## config.mk

```make
export PLATFORM = sky130hd
export DESIGN_NAME = moving_light_segment_sweeper
export DESIGN_NICKNAME = d
export VERILOG_FILES = /design/src/mlss_pkg.sv /design/src/mlss_in_stage.sv /design/src/mlss_motion.sv /design/src/moving_light_segment_sweeper.sv
export SDC_FILE = /design/constraint.sdc
export NUM_CORES = 2
export LEC_CHECK = 0
export BUFFER_PORTS_ARGS = -buffer_cell sky130_fd_sc_hd__buf_2
export CAP_MARGIN = 20
export CORE_MARGIN = 2
export CORE_UTILIZATION = 47
export DETAILED_ROUTE_END_ITERATION = 8
export PLACE_DENSITY = 0.61
export SLEW_MARGIN = 20
export SYNTH_ARGS = -nofsm -noshare
export SYNTH_HDL_FRONTEND = slang
export SYNTH_SLANG_ARGS = --single-unit
```

## constraint.sdc

```tcl
create_clock -name aclk -period 13.3 [get_ports aclk]
set_clock_uncertainty 0.05 [all_clocks]
set_input_delay 2.66 -clock aclk [delete_from_list [all_inputs] [get_ports aclk]]
set_output_delay 2.66 -clock aclk [all_outputs]
set_load 0.02 [all_outputs]
```

## src/mlss_pkg.sv

```systemverilog
`default_nettype none
// ----------------------------------------------------------------------------
// Moving light segment sweeper package
// Status codes, field widths, pipeline structs and the LED count function.
// ----------------------------------------------------------------------------
package mlss_pkg;

    localparam int POS_W   = 24;
    localparam int SHIFT_W = 32;
    localparam int SPEED_W = 16;
    localparam int LED_W   = 16;
    localparam int CMD_W   = 2;

    localparam logic [CMD_W-1:0] ST_STOP  = 2'd0;
    localparam logic [CMD_W-1:0] ST_FWD   = 2'd1;
    localparam logic [CMD_W-1:0] ST_BWD   = 2'd2;

    localparam logic [1:0] REG_STRIP_LEN = 2'd0;
    localparam logic [1:0] REG_LIT_LEN   = 2'd1;
    localparam logic [1:0] REG_FRAME_PERIOD   = 2'd2;
    localparam logic [1:0] REG_DENSITY   = 2'd3;

    localparam logic [23:0] STRIP_LEN_RST    = 24'd3276800;
    localparam logic [23:0] LIT_LEN_RST      = 24'd655360;
    localparam logic [15:0] FRAME_PERIOD_RST = 16'd1092;
    localparam logic [15:0] DENSITY_RST      = 16'd15360;

    typedef struct packed {
        logic [CMD_W-1:0]   command;
        logic [SPEED_W-1:0] speed;
        logic [POS_W-1:0]   step;
    } stage_t;

    typedef struct packed {
        logic               direction_refused;
        logic [LED_W-1:0]   fill_count;
        logic [LED_W-1:0]   fill_start;
        logic               fill_backward;
        logic               fill_valid;
        logic [SPEED_W-1:0] speed_out;
        logic [SHIFT_W-1:0] shift_out;
        logic [POS_W-1:0]   tail_out;
        logic [POS_W-1:0]   head_out;
        logic [CMD_W-1:0]   status_out;
    } result_t;

    // Rounds meters times density (Q16.24) half up, adds one and saturates.
    function automatic logic [LED_W-1:0] led_count(input logic [POS_W-1:0] meters,
                                                   input logic [15:0] density);
        logic [39:0] prod;
        logic [17:0] rnd;
        prod = 40'(meters) * 40'(density);
        rnd  = 18'((prod + 40'h0000800000) >> 24) + 18'd1;
        return (rnd > 18'd65535) ? 16'hFFFF : rnd[15:0];
    endfunction

endpackage
`default_nettype wire

```

## src/mlss_in_stage.sv

```systemverilog
`default_nettype none
// ----------------------------------------------------------------------------
// Input stage
// Registers an accepted request and its step, speed times frame period shifted right by eight bits.
// ----------------------------------------------------------------------------
module mlss_in_stage (
    input  wire logic                 aclk,
    input  wire logic                 aresetn,
    input  wire logic                 in_valid,
    output logic                      in_ready,
    input  wire logic [1:0]           in_command,
    input  wire logic [15:0]          in_speed,
    input  wire logic [15:0]          frame_period,
    input  wire logic                 advance,
    output logic                      stage_valid,
    output mlss_pkg::stage_t          stage_item
);

    logic             valid_reg;
    logic             valid_next;
    mlss_pkg::stage_t item_reg;
    mlss_pkg::stage_t item_next;
    logic [31:0]      prod;

    assign in_ready    = !valid_reg || advance;
    assign stage_valid = valid_reg;
    assign stage_item  = item_reg;

    always_comb begin
        prod                = 32'(in_speed) * 32'(frame_period);
        item_next.command   = in_command;
        item_next.speed     = in_speed;
        item_next.step      = prod[31:8];
        valid_next          = valid_reg;
        if (in_valid && in_ready) begin
            valid_next = 1'b1;
        end else if (advance) begin
            valid_next = 1'b0;
        end
    end

    always_ff @(posedge aclk) begin
        if (!aresetn) begin
            valid_reg <= 1'b0;
        end else begin
            valid_reg <= valid_next;
        end
    end

    always_ff @(posedge aclk) begin
        if (in_valid && in_ready) begin
            item_reg <= item_next;
        end
    end

endmodule
`default_nettype wire

```

## src/mlss_motion.sv

```systemverilog
`default_nettype none
// ----------------------------------------------------------------------------
// Motion update
// Holds the segment state and computes the new state and the result of one
// request, including the LED fill from the positions held before it.
// ----------------------------------------------------------------------------
module mlss_motion (
    input  wire logic                 aclk,
    input  wire logic                 aresetn,
    input  wire logic                 advance,
    input  wire mlss_pkg::stage_t     item,
    input  wire logic [23:0]          strip_len,
    input  wire logic [23:0]          lit_len,
    input  wire logic [15:0]          density,
    output mlss_pkg::result_t         result
);

    logic [1:0]  status_reg,   status_next;
    logic [23:0] head_reg,     head_next;
    logic [24:0] unclamp_reg,  unclamp_next;
    logic [23:0] tail_reg,     tail_next;
    logic [31:0] travel_reg,   travel_next;
    logic [15:0] speed_reg,    speed_next;
    logic        refused;
    logic        moving;
    logic [25:0] temp;
    logic [26:0] limit;
    logic [25:0] tail_raw;
    logic [23:0] seg_len;
    logic        fill_on;

    always_comb begin
        moving       = (status_reg == mlss_pkg::ST_FWD) || (status_reg == mlss_pkg::ST_BWD);
        temp         = 26'(unclamp_reg) + 26'(item.step);
        limit        = 27'(lit_len) + 27'(strip_len) - 27'(item.step);
        tail_raw     = temp - 26'(lit_len);
        status_next  = status_reg;
        head_next    = head_reg;
        unclamp_next = unclamp_reg;
        tail_next    = tail_reg;
        travel_next  = travel_reg;
        speed_next   = speed_reg;
        refused      = 1'b0;
        if (!moving) begin
            status_next  = mlss_pkg::ST_STOP;
            head_next    = '0;
            unclamp_next = '0;
            tail_next    = '0;
            travel_next  = '0;
            speed_next   = '0;
            if ((item.command == mlss_pkg::ST_FWD) || (item.command == mlss_pkg::ST_BWD)) begin
                status_next = item.command;
                speed_next  = item.speed;
            end
        end else if (item.command == mlss_pkg::ST_STOP) begin
            status_next  = mlss_pkg::ST_STOP;
            head_next    = '0;
            unclamp_next = '0;
            tail_next    = '0;
            travel_next  = '0;
            speed_next   = '0;
        end else begin
            refused     = (item.command != status_reg);
            speed_next  = item.speed;
            travel_next = travel_reg + 32'(item.step);
            if ($signed({1'b0, temp}) >= $signed(limit)) begin
                status_next  = (status_reg == mlss_pkg::ST_FWD) ? mlss_pkg::ST_BWD
                                                                : mlss_pkg::ST_FWD;
                head_next    = '0;
                unclamp_next = '0;
                tail_next    = '0;
            end else if (temp >= 26'(strip_len)) begin
                unclamp_next = temp[24:0];
                head_next    = strip_len;
                if (temp < 26'(lit_len)) begin
                    tail_next = '0;
                end else if (tail_raw > 26'(strip_len)) begin
                    tail_next = strip_len;
                end else begin
                    tail_next = tail_raw[23:0];
                end
            end else begin
                head_next    = temp[23:0];
                unclamp_next = temp[24:0];
                tail_next    = (temp > 26'(lit_len)) ? tail_raw[23:0] : '0;
            end
        end

        seg_len = (head_reg > tail_reg) ? (head_reg - tail_reg) : '0;
        fill_on = (status_next == mlss_pkg::ST_FWD) || (status_next == mlss_pkg::ST_BWD);

        result.status_out        = status_next;
        result.head_out          = head_next;
        result.tail_out          = tail_next;
        result.shift_out         = travel_next;
        result.speed_out         = speed_next;
        result.fill_valid        = fill_on;
        result.fill_backward     = fill_on && (status_next == mlss_pkg::ST_BWD);
        result.fill_start        = fill_on ? mlss_pkg::led_count(tail_reg, density)
                                           : '0;
        result.fill_count        = fill_on ? mlss_pkg::led_count(seg_len, density)
                                           : '0;
        result.direction_refused = refused;
    end

    always_ff @(posedge aclk) begin
        if (!aresetn) begin
            status_reg  <= mlss_pkg::ST_STOP;
            head_reg    <= '0;
            unclamp_reg <= '0;
            tail_reg    <= '0;
            travel_reg  <= '0;
            speed_reg   <= '0;
        end else if (advance) begin
            status_reg  <= status_next;
            head_reg    <= head_next;
            unclamp_reg <= unclamp_next;
            tail_reg    <= tail_next;
            travel_reg  <= travel_next;
            speed_reg   <= speed_next;
        end
    end

endmodule
`default_nettype wire

```

## src/moving_light_segment_sweeper.sv

```systemverilog
`default_nettype none
// ----------------------------------------------------------------------------
// Moving light segment sweeper
// An accepted request is registered in the input stage and its result in the
// output register. Throughput: one request per cycle unless m_axis stalls;
// the step multiply sits in the input stage and the motion update after it.
// Reset: synchronous, active low; the segment stops at zero and the
// configuration registers return to their defaults.
// ----------------------------------------------------------------------------
module moving_light_segment_sweeper (
    input  wire logic         aclk,
    input  wire logic         aresetn,
    input  wire logic         cfg_we,
    input  wire logic [1:0]   cfg_addr,
    input  wire logic [23:0]  cfg_wdata,
    input  wire logic         s_axis_tvalid,
    output logic              s_axis_tready,
    // command [1:0], speed_cmd [17:2], zero pad [23:18]
    input  wire logic [23:0]  s_axis_tdata,
    output logic              m_axis_tvalid,
    input  wire logic         m_axis_tready,
    // status_out [1:0], head_out [25:2], tail_out [49:26], shift_out [81:50],
    // speed_out [97:82], fill_valid [98], fill_backward [99],
    // fill_start [115:100], fill_count [131:116], direction_refused [132],
    // zero pad [135:133]
    output logic [135:0]      m_axis_tdata
);

    logic [23:0]       line_reg;
    logic [23:0]       active_reg;
    logic [15:0]       period_reg;
    logic [15:0]       density_reg;
    logic              stage_valid;
    mlss_pkg::stage_t  stage_item;
    logic              advance;
    mlss_pkg::result_t result;
    logic              out_valid_reg;
    logic [135:0]      out_data_reg;

    always_ff @(posedge aclk) begin
        if (!aresetn) begin
            line_reg    <= mlss_pkg::STRIP_LEN_RST;
            active_reg  <= mlss_pkg::LIT_LEN_RST;
            period_reg  <= mlss_pkg::FRAME_PERIOD_RST;
            density_reg <= mlss_pkg::DENSITY_RST;
        end else if (cfg_we) begin
            unique case (cfg_addr)
                mlss_pkg::REG_STRIP_LEN:    line_reg    <= cfg_wdata;
                mlss_pkg::REG_LIT_LEN:      active_reg  <= cfg_wdata;
                mlss_pkg::REG_FRAME_PERIOD: period_reg  <= cfg_wdata[15:0];
                mlss_pkg::REG_DENSITY:      density_reg <= cfg_wdata[15:0];
                default: ;
            endcase
        end
    end

    assign advance = stage_valid && (!out_valid_reg || m_axis_tready);

    mlss_in_stage u_in_stage (
        .aclk         (aclk),
        .aresetn      (aresetn),
        .in_valid     (s_axis_tvalid),
        .in_ready     (s_axis_tready),
        .in_command   (s_axis_tdata[1:0]),
        .in_speed     (s_axis_tdata[17:2]),
        .frame_period (period_reg),
        .advance      (advance),
        .stage_valid  (stage_valid),
        .stage_item   (stage_item)
    );

    mlss_motion u_motion (
        .aclk      (aclk),
        .aresetn   (aresetn),
        .advance   (advance),
        .item      (stage_item),
        .strip_len (line_reg),
        .lit_len   (active_reg),
        .density   (density_reg),
        .result    (result)
    );

    always_ff @(posedge aclk) begin
        if (!aresetn) begin
            out_valid_reg <= 1'b0;
        end else if (advance) begin
            out_valid_reg <= 1'b1;
        end else if (m_axis_tready) begin
            out_valid_reg <= 1'b0;
        end
    end

    always_ff @(posedge aclk) begin
        if (advance) begin
            out_data_reg <= {3'b000, result};
        end
    end

    assign m_axis_tvalid = out_valid_reg;
    assign m_axis_tdata  = out_data_reg;

endmodule
`default_nettype wire
```

==> summary.txt <==
Run status
  • Outcome: finished clean

Layout
  • Non-filler cells, final: 7870
  • Max FFs per register: 133
  • Share of cells above drive strength 1: 6.59%
  • Finished layout cell area: 59300 um2
  • Final core occ: 51.0%
  • Storage element area: 9040 um2
  • Multi-input gate area: 40800 um2
  • Filler Cell Count: 11000
  • Nets@finish: 7749
  • Synth-to-Final Area Change: 7.51%

Clock tree
  • CTS max path bufs: 3
  • CTS tree: built
  • H-tree levels: 2
  • Hold_buf cts: 0
  • Total CTS buffers: 47
  • Root buf cell: clkbuf_16
  • Post-CTS setup buffer count: 0
  • Post-CTS sizing: 0
  • Worst-path clk slew: 60 ps
  • # clock sinks: 364
  • Skew-Pair Late Insertion Delay: 660 ps

Critical path
  • RR Startpoint: u_motion.tail_reg[1]
  • Bufs and invs on worst path: 6
  • Worst reg2reg path depth: 38
  • Crit Path Category: reg -> reg
  • Worst path required time: 13740 ps
  • Worst path top cell family by delay: adder cells
  • Max stage delay cell, worst path: dfxtp_1
  • Critical path data arrival time: 12080 ps
  • Largest fanout on the critical path: 17
  • Max incr delay on CP: 800 ps
  • CP most frequent cell: fa_1
  • R2R setup slack: 1660 ps
  • Setup crit end kind: flop
  • RR Endpoint: m_axis_tdata[118]
  • Type of origin of the critical path: flop
  • Worst Setup SP: u_motion.tail_reg[1]

STA
  • Final Worst Setup Slack: 1660 ps
  • Fin Setup TNS: 0 ps
  • Slew @ Worst Pin: 1100 ps
  • Period utilization: 87.5%
  • RSZ-0062 raised after global routing: false
  • Achievable Freq: 85.9 MHz
  • Slew headroom: 26.7%
  • Max Transition Viols Final: 0
  • Setup-failing EPs final: 0
  • Final Critical Period: 11640 ps
  • Final hold vios: 0
  • Hold WS: 404 ps

Yosys
  • Avg Cell Area, Syn: 8.79 um2
  • Mapped Cells: 6276
  • Largest cells by area after synthesis: fa_1, ha_1, edfxtp_1
  • EDFF count, synth: 175
  • Ys flop type: dfxtp_1
  • Ys Warns: 0
  • Yosys top cell area share: 29.4%
  • #FFs+latches synth: 364
  • Ys async rst share: 0%
  • Yosys top cell by area: fa_1
  • Yosys cell types: 100
  • Mapped Area: 55100 um2
  • Sequential share of the synthesized area: 16.4%

Detailed routing
  • TritonRoute pass-1 iters: 6
  • Vias per cell: 5.48
  • Post-DR wirelength/cell: 19.3 um
  • Drc violations: 0
  • Routed Wire Length: 152000 um
  • Routed Antenna Nets: 0
  • Via Count: 43200
  • Initial DRC count: 2540

Power
  • Worst VDD drop: 0.0975 mV
  • Total power: 5.40 mW
  • PwrDens: 91.2 nW/um2
  • Leak: 28.0 nW

Min path
  • Hold_sp: density_reg[9]
  • Hold Path Stages: 2
  • HP Class: reg -> reg
  • WHS Endpoint: density_reg[9]

Placed design
  • Port Buf Inserts: 183
  • DP Cell Count: 7776
  • Placed cell area: 57600 um2
  • Place WS: 1750 ps
  • GPL Wtd Cong: 0.923
  • DP Wirelength: 117000 um

Floorplanning
  • Die ar.: 120000 um2
  • Top Ports: 193
  • Die width: 347 um
  • Core area: 116000 um2
  • Row cnt: 125
  • Die Y: 347 um
  • Starting density of the core: 47.4%

GRT
  • Largest net degree at the start of global routing: 117
  • Initial antenna violation count: 12
  • Vias in the first global route: 44400
  • First-pass GRT wire length: 244000 um
  • Total gr overflow: 0
  • All-Layer GR Usage: 25.8%

Job
  • Max-cap check violation count: 0
[power by group]
group          total [mW]  switching [mW]  internal (mW)  leakage (nW)
Combinational        2.59            1.59          0.996          24.0
Sequential           1.39           0.105           1.28          3.21
Clock                1.43           0.603          0.825         0.833
[metal layers]
metal	track usage [%]	share of wire (%)	up-vias
met5	0.480	0.053	-
met4	9.13	3.6	2
met3	2.94	5.2	222
met2	44.3	49	1112
met1	33.4	43	21700
li1	-	-	20100
[area by class of cell]
| cell class | count | share of cell area, % |
|---|---|---|
| multi-input combinational | 4491 | 68.8 |
| sequential | 364 | 15.2 |
| inverter | 1130 | 7.18 |
| tap | 1524 | 3.22 |
| timing repair buffer | 267 | 2.63 |
| clock buffer | 56 | 2.15 |
| clock inverter | 32 | 0.743 |
| antenna | 6 | 0.0253 |
[how the worst max path moves through the flow]
| stage | endpoint | cells after the start | slack (ps) |
|---|---|---|---|
| floorplan | m_axis_tdata[119] | 42 | 3120 |
| global placement | m_axis_tdata[117] | 39 | 1750 |
| detailed placement | m_axis_tdata[116] | 38 | 1750 |
| CTS | m_axis_tdata[116] | 39 | 1720 |
| global route | m_axis_tdata[117] | 35 | 910 |
| finish | m_axis_tdata[118] | 38 | 1660 |
[worst register-to-register path, delay by kind of cell (launching register included)]
kind            cells  cell delay [ps]
fa+ha+maj           9             4120
xor+xnor            2             1000
buf+inv             6              470
compound gates     14             2750
simple gates        7             2310
flops               1              800
[logic make-up (layout without fill, tap and decap cells)]
kind of cell    Yosys count  count (layout)  synth area share (%)
compound gates          828             828                  9.92
xor+xnor                205             205                  3.27
fa+ha+maj              1393            1393                  42.6
buf+inv                1423            1485                  9.75
flops                   364             364                  16.4
mux                      29              29                 0.531
other cells               1               9               0.00680
simple gates           2033            2033                  17.5
[layout by cell type (no fill, tap or decap), drive strengths merged, types with 56 or more instances in the layout]
cell,Yosys,layout
nor2,219,219
and3,152,152
nand3,98,98
nand2,967,967
clkbuf,269,56
fa,809,809
xor2,80,80
edfxtp,175,175
buf,24,267
nor3,100,100
o21ai,129,129
and2,305,305
ha,584,584
dfxtp,189,189
inv,1129,1145
xnor2,125,125
a21o,92,92
a21oi,297,297
[cell usage after synthesis (24+ instances only)]
cell         n
mux2i_1     27
xnor2_1    125
o21a_1      47
fa_1       809
a21oi_1    296
a21o_1      92
o21ai_0    101
nand4_1     41
a221o_1     24
or3_1       28
and2_1     305
nand3_1     98
nor2_1     218
a211oi_1    27
ha_1       584
o21bai_1    25
nor2b_1     24
nor3_1      99
xor2_1      79
clkbuf_1   267
dfxtp_1    189
edfxtp_1   175
nand2_1    967
and3_1     152
nand2b_1    28
inv_1     1129
Power figures use the tool's default switching activity.
